--- src/rtl/spdc_ram.sv ---
// Generic single-write, single-read RAM with registered read data.
// No dependencies.
`default_nettype none

module spdc_ram #(
	parameter int WIDTH = 8,
	parameter int DEPTH = 16
) (
	input  wire logic                     clk,
	input  wire logic                     we,
	input  wire logic [$clog2(DEPTH)-1:0] waddr,
	input  wire logic [WIDTH-1:0]         wdata,
	input  wire logic                     re,
	input  wire logic [$clog2(DEPTH)-1:0] raddr,
	output logic      [WIDTH-1:0]         rdata
);

	logic [WIDTH-1:0] mem [DEPTH];
	logic [WIDTH-1:0] rdata_q;

	// Write port
	always_ff @(posedge clk) begin
		if (we) begin
			mem[waddr] <= wdata;
		end
	end

	// Registered read port
	always_ff @(posedge clk) begin
		if (re) begin
			rdata_q <= mem[raddr];
		end
	end

	assign rdata = rdata_q;

endmodule

`default_nettype wire

--- config.mk ---
export PLATFORM = sky130hd
export DESIGN_NAME = spdc_ram
export DESIGN_NICKNAME = d
export VERILOG_FILES = /design/src/rtl/spdc_ram.sv
export SDC_FILE = /design/constraint.sdc
export NUM_CORES = 1
export LEC_CHECK = 0
export BUFFER_PORTS_ARGS = -buffer_cell sky130_fd_sc_hd__buf_2
export CAP_MARGIN = 20
export CORE_MARGIN = 2
export CORE_UTILIZATION = 65
export CTS_CLUSTER_DIAMETER = 40
export CTS_CLUSTER_SIZE = 8
export DETAILED_ROUTE_END_ITERATION = 8
export GPL_TIMING_DRIVEN = 0
export MAX_ROUTING_LAYER = met4
export PLACE_DENSITY = 0.92
export SYNTH_ARGS = -nofsm -noshare
export SYNTH_HDL_FRONTEND = slang
export SYNTH_SLANG_ARGS = --single-unit
export TNS_END_PERCENT = 50
--- constraint.sdc ---
create_clock -name clk -period 4.2 [get_ports clk]
set_input_delay 0.84 -clock clk [delete_from_list [all_inputs] [get_ports clk]]
set_output_delay 0.84 -clock clk [all_outputs]
set_load 0.05 [all_outputs]
Word level (Yosys, flattened, before mapping) --
Memories as Yosys holds them, arrays and structs flattened. A register that Yosys moved wholly into a read port is not among the register bits. Index checks and enable logic that the tools add are counted.
Word-level totals: flip-flop bits (word level) 0, memory bits (writable) 128, bits of input ports 19, output and inout port bits 8, logic and storage cells 3, memories kept 1
Operators by class: muxes and demuxes 2
Memory list:
- mem | depth 16, width 8, read ports 1, clocked after Yosys merged registers in 1, write ports 1, RTL line 18 | logic [WIDTH-1:0] mem [DEPTH];
Operators by type and width (number):
- two-way mux 1 bit | 2

Depth between registers and ports, before layout --
depth in word-level cells 2, depth in mapped cells 5, mapped depth without buffers 3

Worst setup path after synthesis --
Ideal clock, no wire load.
kind input to register, start in waddr[2], end mem mem[0][0], enable pin, setup time 0.383 ns, arrival 1.950 ns, required time 3.817 ns, slack 1.867 ns, cell stages on the path 2, path buffers 0, path through or3b_2 > nor3_1
RTL lines:
- start, declared | RTL line 11 | input wire logic [$clog2(DEPTH)-1:0] waddr,
- end, declared | RTL line 18
No word-level cell before the write port.

Worst setup path after layout --
start in waddr[2], end mem mem[0][6], enable pin
No word-level cell before the write port.

==> results by group <==
Run status
  – Outcome: finished clean

Cells and area
  – Fill cells: 387
  – Share of layout cells above drive strength 1: 30.69%
  – Most frequent cells in the layout: edfxtp_1 (136), buf_2 (30), mux4_2 (18)
  – Commonest non-fill, non-tap cell in the layout: edfxtp_1
  – Area of the multi-input gates: 1057 sq um
  – FF+latch area: 4084 sq um
  – Net count, final: 296
  – Post-Layout Cell Count: 392
  – ANT cells: 0
  – Layout area overhead: 16.61%

Power and ir drop
  – Combinational Power Share: 5.3%
  – Switching Share: 21.24%
  – Sequential share of power: 48.6%
  – Total power: 3166 uW
  – Pint: 2494 uW
  – PwrDens: 519.4 nW/um^2
  – Switching power: 672.6 uW
  – Worst vdd rail ir drop: 485.6 uV
  – Static leakage: 0.002050 uW
  – Clock network fraction of design power: 46.1%

STA
  – Setup_tns: 0 ns
  – Fmax achieved: 0.4825 GHz
  – Period utilisation layout: 49.34%
  – Min Tclk post-route: 2.072 ns
  – RSZ-0062 raised after global routing: no
  – Pins over their slew limit: 0
  – Fin. Hold Viols: 0
  – Relative slew margins: 42.71%
  – Slew of the pin with the lowest slew margin: 0.8563 ns
  – Fin Clk Skew: 0.01049 ns
  – # setup viols final: 0

Clock network
  – # clock sinks: 136
  – H-tree Lvls: 4
  – Worst-Skew Late Latency: 0.52 ns
  – Clock transition at path regs: 0.06 ns
  – Clock Tree Buf Depth: 2
  – Number of post-CTS setup repair buffers: 0
  – CTS tree: yes
  – Post-cts gate resize count: 0
  – # hold bufs at CTS: 0
  – CTS Buf Count: 17
  – Clock Tree Root: clkbuf_8

Route
  – Routed WL per cell: 27.45 um
  – Final wirelength: 10760 um
  – DR iter-0 viols: 350
  – DRC viols: 0
  – Routed Antenna Nets: 0
  – Vias per cell: 6.531
  – Drt pass-1 iters: 5
  – DR vias: 2560

Synthesis
  – Ys Warns: 0
  – Syn avg cell area: 22.83 sq um
  – Synthesized Nets: 248
  – Yosys reg bits: 136
  – Yosys top cell area share: 78.12%
  – Post-synthesis sequential area ratio: 78.12%
  – Mapped cell area: 5228 sq um
  – Synth area leaders: edfxtp_1 (78%), mux4_2 (7.8%), mux4_1 (7.0%)
  – Post-Syn Instances: 229
  – Top cell type by total area after synthesis: edfxtp_1
  – Yosys cell types: 18

Setup path
  – Critical Path AT: 2.28 ns
  – Worst R2R Setup Slack: 2.55 ns
  – CP required: 4.41 ns
  – CP Max Fanout: 6
  – Reg2reg start: mem[0][0]
  – WS Path Type: in2reg
  – R2R depth: 3
  – Endpoint class of the critical path: flop
  – Reg2reg end: rdata[0]
  – CP startpoint kind: input port

Die
  – Num rows: 32
  – Die W: 93.68 um
  – Full die area: 8776 sq um
  – Core area: 7767 sq um
  – Die H: 93.68 um
  – Io pins: 27
  – Initial core utilization: 67.30%

Worst hold path
  – Hold path start: re
  – Worst hold path type: in2reg
  – Worst Hold Path Cells: 1
  – Hold EP: rdata[6]

Global routing
  – Largest net degree at the start of global routing: 17
  – Gr ovfl total: 0
  – Initial antenna violation count: 0
  – First-pass GRT wire length: 16030 um
  – Tot GR Track Use: 28.14%
  – Vias in the first global route: 2554

Place
  – IO buf count: 25
  – Hpwl dp: 6439 um
  – Placed cells: 358
  – Final GP Congestion: 0.7793

Flow run
  – Maximum Capacitance Violations: 0
## state kept, by name (all words and copies together) (netlist names)
register  cells
mem         128
rdata         8
## cells in the mapped netlist, drive strengths merged
cell / number
nand2: 9
nor2: 13
nand2b: 2
or3b: 1
nand3: 1
and2: 1
nor2b: 1
edfxtp: 136
nor3: 4
buf: 7
mux4: 32
and2b: 1
clkdlybuf4s25: 3
a22oi: 16
nand3b: 2
## worst max-delay path, stage by stage
cell	delay, ns
buf_2	0.12
or3b_2	0.54
nor3_1	0.47
buf_2	0.31
## per-stage QoR
step	cell area (sq um)	worst slack, ns	hold slack (ns)	utilization (%)
2_1_floorplan	5228	1.867	0.7048	-
3_3_place_gp	5480	1.347	0.7315	70.55
3_5_place_dp	5493	1.707	0.7611	70.72
4_1_cts	6083	2.187	0.6591	78.32
5_1_grt	6096	2.110	0.6556	78.48
6_report	6096	2.128	0.6653	78.48
## area by class of cell
cell class	instances	area share (%)
timing repair buffer	29	2.463
multi-input combinational	83	17.34
clock buffer	17	6.794
buffer	10	1.416
tap	102	2.094
sequential	136	67.00
clock inverter	15	2.894
## routing by layer
metal  global-route usage, %  part of all wire, %  vias to the layer above
li1                        -                    -                     1081
met1                   40.09                   40                     1307
met2                   41.85                   50                      162
met3                   6.982                  8.7                       10
met4                   8.454                  1.3                        0
met5                       -                    0                        -
## cells by family (layout without fill, tap and decap cells)
family,count (synthesis),count (layout),share of synthesized area (%)
flops,136,136,78.12
simple gates,35,35,3.136
mux,32,32,14.79
compound gates,16,16,2.298
buf+inv,10,71,1.651
## power by group through the flow
stage / Combinational, uW / Sequential, uW / Clock (uW)
final: 168 / 1540 / 1460
after global routing: 178 / 1540 / 1530
after CTS: 168 / 1540 / 1470
after detailed placement: 164 / 1570 / 0
after global placement: 156 / 1560 / 0
after floorplan: 77.2 / 1590 / 0
## worst max path at each step
stage,start,end
after global placement,waddr[2],mem[0][1]
after detailed placement,waddr[2],mem[0][4]
after floorplan,waddr[2],mem[0][0]
after CTS,waddr[2],mem[0][6]
final,waddr[2],mem[0][6]
after global routing,waddr[2],mem[0][6]
(Power assumes the default switching activity.)
