[config.mk]
export PLATFORM = sky130hd
export DESIGN_NAME = spdc_ctrl
export DESIGN_NICKNAME = d
export VERILOG_FILES = /design/src/rtl/spdc_pkg.sv /design/src/rtl/spdc_ctrl.sv
export SDC_FILE = /design/constraint.sdc
export NUM_CORES = 1
export LEC_CHECK = 0
export ABC_AREA = 0
export CORE_ASPECT_RATIO = 0.5
export CORE_MARGIN = 1.5
export CORE_UTILIZATION = 35
export DETAILED_ROUTE_END_ITERATION = 10
export DONT_BUFFER_PORTS = 1
export PLACE_DENSITY = 0.59
export SETUP_SLACK_MARGIN = 0.02
export SYNTH_ARGS = -nofsm -noshare
export SYNTH_HDL_FRONTEND = slang
export SYNTH_SLANG_ARGS = --single-unit
[constraint.sdc]
create_clock -name clk -period 3 [get_ports clk]
set_input_delay 0.3 -clock clk [delete_from_list [all_inputs] [get_ports clk]]
set_output_delay 0.3 -clock clk [all_outputs]
set_load 0.05 [all_outputs]
[src/rtl/spdc_pkg.sv]
// Types, constants and helper functions of the site pattern dedup core.
// No dependencies; imported by the top level, spdc_ctrl and spdc_checker.
`default_nettype none

package spdc_pkg;

	localparam int MAX_TAXA     = 16;
	localparam int MAX_PATTERNS = 256;
	localparam int COUNT_W      = 16;

	localparam int TAXA_W  = 5;
	localparam int COL_W   = 4 * MAX_TAXA;
	localparam int IDX_W   = $clog2(MAX_PATTERNS);
	localparam int TOTAL_W = IDX_W + 1;

	localparam logic [COUNT_W-1:0] COUNT_MAX = '1;
	localparam logic [TOTAL_W-1:0] TOTAL_FULL = TOTAL_W'(MAX_PATTERNS);

	// Command codes
	localparam logic [1:0] FUNC_CLEAR = 2'd0;
	localparam logic [1:0] FUNC_ADD   = 2'd1;
	localparam logic [1:0] FUNC_READ  = 2'd2;

	typedef struct packed {
		logic [1:0]       func;
		logic [COL_W-1:0] site_column;
		logic [IDX_W-1:0] pattern_select;
	} req_t;

	typedef struct packed {
		logic [IDX_W-1:0]   pattern_index;
		logic               is_new;
		logic               table_full;
		logic [COL_W-1:0]   pattern_column;
		logic [COUNT_W-1:0] pattern_sites;
		logic [TOTAL_W-1:0] total_patterns;
	} rsp_t;

	// One table entry as held in memory
	typedef struct packed {
		logic [COUNT_W-1:0] sites;
		logic [COL_W-1:0]   column;
	} entry_t;

	localparam int ENTRY_W = $bits(entry_t);

	// Memory request from the sequencer
	typedef struct packed {
		logic               we;
		logic [IDX_W-1:0]   waddr;
		entry_t             wdata;
		logic               re;
		logic [IDX_W-1:0]   raddr;
	} mem_req_t;

	typedef enum logic [1:0] {
		ST_IDLE,
		ST_SCAN,
		ST_READ
	} state_t;

	// Mask of the code slots in use; zero taxa acts as one, too many as all
	function automatic logic [COL_W-1:0] taxa_mask(input logic [TAXA_W-1:0] n);
		logic [TAXA_W-1:0] eff;
		logic [COL_W-1:0]  m;
		eff = n;
		if (n == '0) begin
			eff = TAXA_W'(1);
		end else if (n > TAXA_W'(MAX_TAXA)) begin
			eff = TAXA_W'(MAX_TAXA);
		end
		for (int i = 0; i < MAX_TAXA; i++) begin
			m[4*i +: 4] = (TAXA_W'(i) < eff) ? 4'hF : 4'h0;
		end
		return m;
	endfunction

endpackage

`default_nettype wire

[src/rtl/spdc_ctrl.sv]
// Command sequencer of the site pattern dedup core: clears the table, scans the
// pattern memory, updates counts, appends patterns, reads entries and builds the result. Uses spdc_pkg.
`default_nettype none

module spdc_ctrl import spdc_pkg::*; (
	input  wire logic             clk,
	input  wire logic             arst_n,
	input  wire logic             start,
	input  wire req_t             req,
	input  wire logic [COL_W-1:0] mask,
	input  wire logic [ENTRY_W-1:0] rd_data,
	output mem_req_t              mem,
	output logic                  busy,
	output logic                  done,
	output rsp_t                  result
);

	state_t             state_q, state_d;
	logic [COL_W-1:0]   col_q, col_d;
	logic [IDX_W-1:0]   idx_q, idx_d;
	logic [TOTAL_W-1:0] total_q, total_d;
	logic               done_q, done_d;
	rsp_t               result_q, result_d;

	entry_t             rd_entry;
	logic [COL_W-1:0]   col_in;
	logic               sel_valid;
	logic               hit;
	logic               last;
	logic [COUNT_W-1:0] cnt_inc;

	assign rd_entry  = entry_t'(rd_data);
	assign col_in    = req.site_column & mask;
	assign sel_valid = {1'b0, req.pattern_select} < total_q;
	assign hit       = ((rd_entry.column ^ col_q) & mask) == '0;
	assign last      = {1'b0, idx_q} == (total_q - TOTAL_W'(1));
	assign cnt_inc   = (rd_entry.sites == COUNT_MAX) ? rd_entry.sites
	                                                 : rd_entry.sites + COUNT_W'(1);

	// Next state
	always_comb begin
		state_d = state_q;
		case (state_q)
			ST_IDLE: begin
				if (start && req.func == FUNC_ADD && total_q != '0) begin
					state_d = ST_SCAN;
				end else if (start && req.func == FUNC_READ && sel_valid) begin
					state_d = ST_READ;
				end
			end
			ST_SCAN: begin
				if (hit || last) begin
					state_d = ST_IDLE;
				end
			end
			ST_READ: state_d = ST_IDLE;
			default: state_d = ST_IDLE;
		endcase
	end

	// Memory requests, result and table bookkeeping
	always_comb begin
		mem      = '0;
		col_d    = col_q;
		idx_d    = idx_q;
		total_d  = total_q;
		done_d   = 1'b0;
		result_d = '0;
		result_d.total_patterns = total_q;
		case (state_q)
			ST_IDLE: begin
				if (start) begin
					case (req.func)
						FUNC_CLEAR: begin
							total_d  = '0;
							done_d   = 1'b1;
							result_d = '0;
						end
						FUNC_ADD: begin
							col_d = col_in;
							if (total_q == '0) begin
								// empty table: store as first pattern
								mem.we           = 1'b1;
								mem.waddr        = '0;
								mem.wdata.column = col_in;
								mem.wdata.sites  = COUNT_W'(1);
								total_d          = TOTAL_W'(1);
								done_d           = 1'b1;
								result_d.is_new         = 1'b1;
								result_d.pattern_column = col_in;
								result_d.pattern_sites  = COUNT_W'(1);
								result_d.total_patterns = TOTAL_W'(1);
							end else begin
								mem.re    = 1'b1;
								mem.raddr = '0;
								idx_d     = '0;
							end
						end
						FUNC_READ: begin
							result_d.pattern_index = req.pattern_select;
							if (sel_valid) begin
								mem.re    = 1'b1;
								mem.raddr = req.pattern_select;
								idx_d     = req.pattern_select;
							end else begin
								done_d = 1'b1;
							end
						end
						default: begin
							done_d = 1'b1;
						end
					endcase
				end
			end
			ST_SCAN: begin
				if (hit) begin
					// bump the matching pattern's count
					mem.we           = 1'b1;
					mem.waddr        = idx_q;
					mem.wdata.column = rd_entry.column;
					mem.wdata.sites  = cnt_inc;
					done_d           = 1'b1;
					result_d.pattern_index  = idx_q;
					result_d.pattern_column = rd_entry.column;
					result_d.pattern_sites  = cnt_inc;
				end else if (last) begin
					done_d = 1'b1;
					if (total_q == TOTAL_FULL) begin
						result_d.table_full = 1'b1;
					end else begin
						// append after the last stored pattern
						mem.we           = 1'b1;
						mem.waddr        = total_q[IDX_W-1:0];
						mem.wdata.column = col_q;
						mem.wdata.sites  = COUNT_W'(1);
						total_d          = total_q + TOTAL_W'(1);
						result_d.pattern_index  = total_q[IDX_W-1:0];
						result_d.is_new         = 1'b1;
						result_d.pattern_column = col_q;
						result_d.pattern_sites  = COUNT_W'(1);
						result_d.total_patterns = total_q + TOTAL_W'(1);
					end
				end else begin
					mem.re    = 1'b1;
					mem.raddr = idx_q + IDX_W'(1);
					idx_d     = idx_q + IDX_W'(1);
				end
			end
			ST_READ: begin
				done_d = 1'b1;
				result_d.pattern_index  = idx_q;
				result_d.pattern_column = rd_entry.column;
				result_d.pattern_sites  = rd_entry.sites;
			end
			default: begin
			end
		endcase
	end

	// Control state
	always_ff @(posedge clk or negedge arst_n) begin
		if (!arst_n) begin
			state_q <= ST_IDLE;
			total_q <= '0;
			done_q  <= 1'b0;
		end else begin
			state_q <= state_d;
			total_q <= total_d;
			done_q  <= done_d;
		end
	end

	// Payload registers
	always_ff @(posedge clk) begin
		col_q    <= col_d;
		idx_q    <= idx_d;
		result_q <= result_d;
	end

	assign busy   = state_q != ST_IDLE;
	assign done   = done_q;
	assign result = result_q;

endmodule

`default_nettype wire

# --- After elaboration in Yosys (flattened, before gate mapping) ---
# Index checks and enable logic that the tools add are counted.
word_totals:
  regBits: 183
  inputBits: 221
  out_inout_bits: 199
  elab_cells: 109
classes:
  addsub: 4
  order_cmp: 1
  n_eq_ne: 19
  n_mux: 55
  n_bitwise: 3
  n_reduce_logical: 16
ops:
  columns: ["cell", "n"]
  rows:
  - ["$mux W89", 7]
  - ["$pmux W80 S3", 1]
  - ["$mux W99", 2]
  - ["$pmux W98 S2", 1]
  - ["$pmux W89 S2", 1]
  - ["$and A64 B64 Y64", 2]
  - ["$mux W9", 11]
  - ["$mux W98", 1]
  - ["$mux W80", 1]
  - ["$pmux W9 S2", 4]
  - ["$logic_not A64 Y1", 1]
  - ["$xor A64 B64 Y64", 1]
  - ["$mux W8", 7]
  - ["$pmux W8 S2", 2]
  - ["$pmux W8 S3", 1]
  - ["$add A16 B1 Y16 const B", 1]
  - ["$eq A16 B16 Y1 const B", 1]
  - ["$mux W16", 1]
  - ["$ne A3 B3 Y1 const B", 5]
  - ["$reduce_and A7 Y1", 2]
  - ["$ne A2 B2 Y1 const B", 6]
  - ["$add A9 B1 Y9 const B", 1]
  - ["$eq A8 B9 Y1", 1]
  - ["$eq A9 B9 Y1 const B", 1]
  - ["other kinds (19)", 36]

# --- Logic depth before layout (Yosys ltp) ---
depth:
  ltp_word: 6
  depth_mapped: 11
  mapped_depth_nobuf: 9

# --- Worst setup path before layout ---
# OpenSTA, ideal clock, no wires.
synth_timing:
  kind: "register to output"
  start: "register total_q[0]"
  end: "output port mem[73] (netlist bit)"
  arrival_ns: 3.398
  required_ns: 2.700
  slack_ns: -0.698
  path_stages_with_launch: 11
  path_buffers: 2
  cell_sequence: "dfrtp_1 -> clkbuf_1 -> inv_1 -> ha_1 -> a311oi_1 -> a31oi_1 -> a2111oi_4 -> and2_0 -> buf_2 -> nand3_1 -> o21ai_0"
synth_lines:
  columns: ["item", "line_no", "rtl"]
  rows:
  - ["start, declared", "spdc_ctrl.sv:21", "logic [TOTAL_W-1:0] total_q, total_d;"]
  - ["start signal, assigned", "spdc_ctrl.sv:168", "total_q <= total_d;"]
  - ["end, declared", "spdc_ctrl.sv:12", "output mem_req_t mem,"]

==> reports/qor.txt <==
Outcome: complete, but fails checks
Failing checks: setup timing
Die area: 29600 µm²
Flops & latches, synth: 183
WHS: 0.0276 ns
Seq/Total Area, Yosys: 0.445
Number of flops mapped to enable cells by yosys: 72
First-pass GRT wire length: 60300 µm
Final ANT Viol Nets: 0
Asr flop ratio synth: 0.0656
Wire per inst: 27.7 µm
Max-cap violations: 0
Fin crit share: 1.18
Setup crit start: col_q[8]$_DFFE_PP_
Starting Density: 0.358
Worst path required time: 2.70 ns
Via count: 10100
Final worst setup slack: -0.540 ns
Die span in y: 122 µm
Area fraction of the dominant cell type after synthesis: 0.216
Final wirelength: 44500 µm
YS warnings: 0
Slew @ Worst Pin: 0.925 ns
Crit-path max FO: 7
Worst path slowest cell: or4_4
Largest cells by area after synthesis: edfxtp_1 22%, dfxtp_1 20%, a221o_1 14%, and2_1 8.2%, xor2_1 6.5%
Clock tree from TritonCTS: done
Fin. max-slew vios: 0
Layout cells sized above 1: 0.307
Initial drt markers: 1104
Total GRT Usage: 0.270
Static leakage: 5.83 nW
Port Buffers: 0
Clk root buf: clkbuf_16
Post-DR vias/cell: 6.27
Nets@finish: 1446
Core ar.: 27900 µm²
Layout area overhead: 50.3%
Crit end category: output port
Crit path time final: 3.54 ns
Worst r2r src: col_q[26]$_DFFE_PP_
Commonest non-fill, non-tap cell in the layout: and2_1
Rows: 43
Worst-case clock skew: 0.0136 ns
RSZ-0062 raised after global routing: true
Cell Area, Synth: 9990 µm²
Gpl congestion: 0.960
Most frequent cells in the layout: 131 x and2_1, 112 x buf_4, 99 x dfxtp_1, 74 x xor2_1, 73 x a221o_1
DP HPWL: 28300 µm
Critical path class: reg -> out
Die width: 242 µm
VDD IR max: 0.539 mV
CP Cell Sequence: xor2_1 -> a22oi_1 -> nand4_1 -> buf_4 -> or4_4 -> nor3_4 -> buf_6 -> buf_12 -> buf_12 -> buf_6 -> a221o_4
Setup-failing EPs final: 135
Worst setup SP type: flop
Hold Crit Class: in -> reg
PD cells: 630 nW/µm²
DRC Markers: 0
Critical Path AT: 3.24 ns
Grt total ovfl: 0
Avg Cell Area, Syn: 10.2 µm²
Largest net degree at the start of global routing: 41
Syn Inst Count: 981
CP bufs+invs: 5
Drt pass-1 iters: 6
Syn_nets: 1218
CP peak stage delay: 0.56 ns
Clock Sink Count: 183
Reg clk slew, reported paths: 0.06 ns
Worst Hold Launch: rd_data[14]
Num CTS Buffers: 17
Yosys cell types: 59
Largest area contributor in the netlist: edfxtp_1
Pre-CTS setup slack: -0.265 ns
F_max: 282 MHz
Top Family by Delay on Critical Path: simple AND/OR/NAND/NOR gates
Via count of the first global-routing pass: 9851
Initial antenna violation count: 3
Skew-Pair Late Insertion Delay: 0.45 ns
Longest Clk Path Bufs: 2
Boundary Pins: 420
Fin. Hold Viols: 0
Slew margin rel.: 0.383
Main flop type after synthesis: dfxtp_1
H-Tree Depth: 4
[cell type report]
cell class	count	area [µm²]
clock inverters	10	121
flip-flops and latches	183	4450
fillers	2351	12900
repair buffers	276	3060
clock buffers	21	462
diodes	2	5.00
inverters	19	71.3
well taps	382	478
multi-input cells	712	6370
[report_power, final]
group / total, W / internal [W] / leakage, nW / switching [W]
clock network: 0.00232 / 0.00128 / 0.271 / 0.00104
logic: 0.00358 / 0.00147 / 3.93 / 0.00211
registers: 0.00355 / 0.00290 / 1.63 / 0.000651
total: 0.00945 / 0.00564 / 5.83 / 0.00381
[timing repair]
action / 4_1_cts / 5_1_grt
resized for setup: 161 / 90
setup endpoints to repair: 142 / 169
gates cloned: 10 / 11
hold buffers: 72 / 0
pin swaps: 37 / 56
buffers inserted: 34 / 16
hold endpoints to repair: 83 / 0
[path summary, 6_finish.rpt]
path / to / slack [ns] / depth (start not counted)
min in group asynchronous: total_q[1]$_DFFE_PN0P_ / 0.32 / 1
min: result[39]$_DFF_P_ / 0.03 / 1
max in group asynchronous: total_q[4]$_DFFE_PN0P_ / 2.23 / 1
max reg2reg: result[87]$_DFF_P_ / -0.08 / 13
max: mem[25] / -0.54 / 11
min reg2reg: result[58]$_DFF_P_ / 0.58 / 1
[synth_stat cells (7+ instances only)]
cell and count:
a21oi_1 24, nand3_1 34, a221o_1 137, a22oi_1 32, nand4_1 16, buf_2 14, dfxtp_1 99, and3_1 7
clkbuf_1 45, xnor2_1 15, and2_1 131, a31oi_1 13, dfrtp_1 12, buf_4 7, o22ai_1 8, nand2_1 40
nand2b_1 9, a21o_1 7, nor3_1 14, inv_1 19, ha_1 16, o21ai_0 28, o211ai_1 9, xor2_1 74
edfxtp_1 72, nor2_1 37
[logic make-up after synthesis]
group / count (synthesis) / synth area share
DFF: 183 / 0.445
buffers and inverters: 87 / 0.0371
and+or+nand+nor: 318 / 0.179
adders and majority gates: 16 / 0.0200
AOI/OAI and AO/OA: 287 / 0.240
xor gates and xnor gates: 89 / 0.0780
muxes: 1 / 0.00100
[through the flow]
step | cells | setup TNS [ns] | cell area (µm²) | utilization | power, W
6_report | 1605 | -42.42 | 15000 | 0.539 | 0.00945
5_1_grt | 1605 | -56.88 | 15000 | 0.539 | 0.00978
4_1_cts | 1582 | -44.25 | 14300 | 0.515 | 0.00917
3_5_place_dp | 1439 | -17.30 | 11600 | 0.416 | 0.00646
3_3_place_gp | 1439 | -18.78 | 11600 | 0.416 | 0.00642
2_1_floorplan | 981 | -0.362 | 10100 | - | 0.00543
[sequential cells by signal, indices dropped and copies added (netlist names)]
register and count:
state_q 2, result 99, total_q 9, idx_q 8, done 1, col_q 64
[routing by layer]
metal	GRT usage	routed length, µm	up-vias
met2	0.446	21000	637
li1	-	-	4263
met5	0	0	-
met1	0.330	17800	5002
met4	0.127	2010	0
met3	0.0743	3740	168
Note: power is estimated with default switching activity, not from simulation.
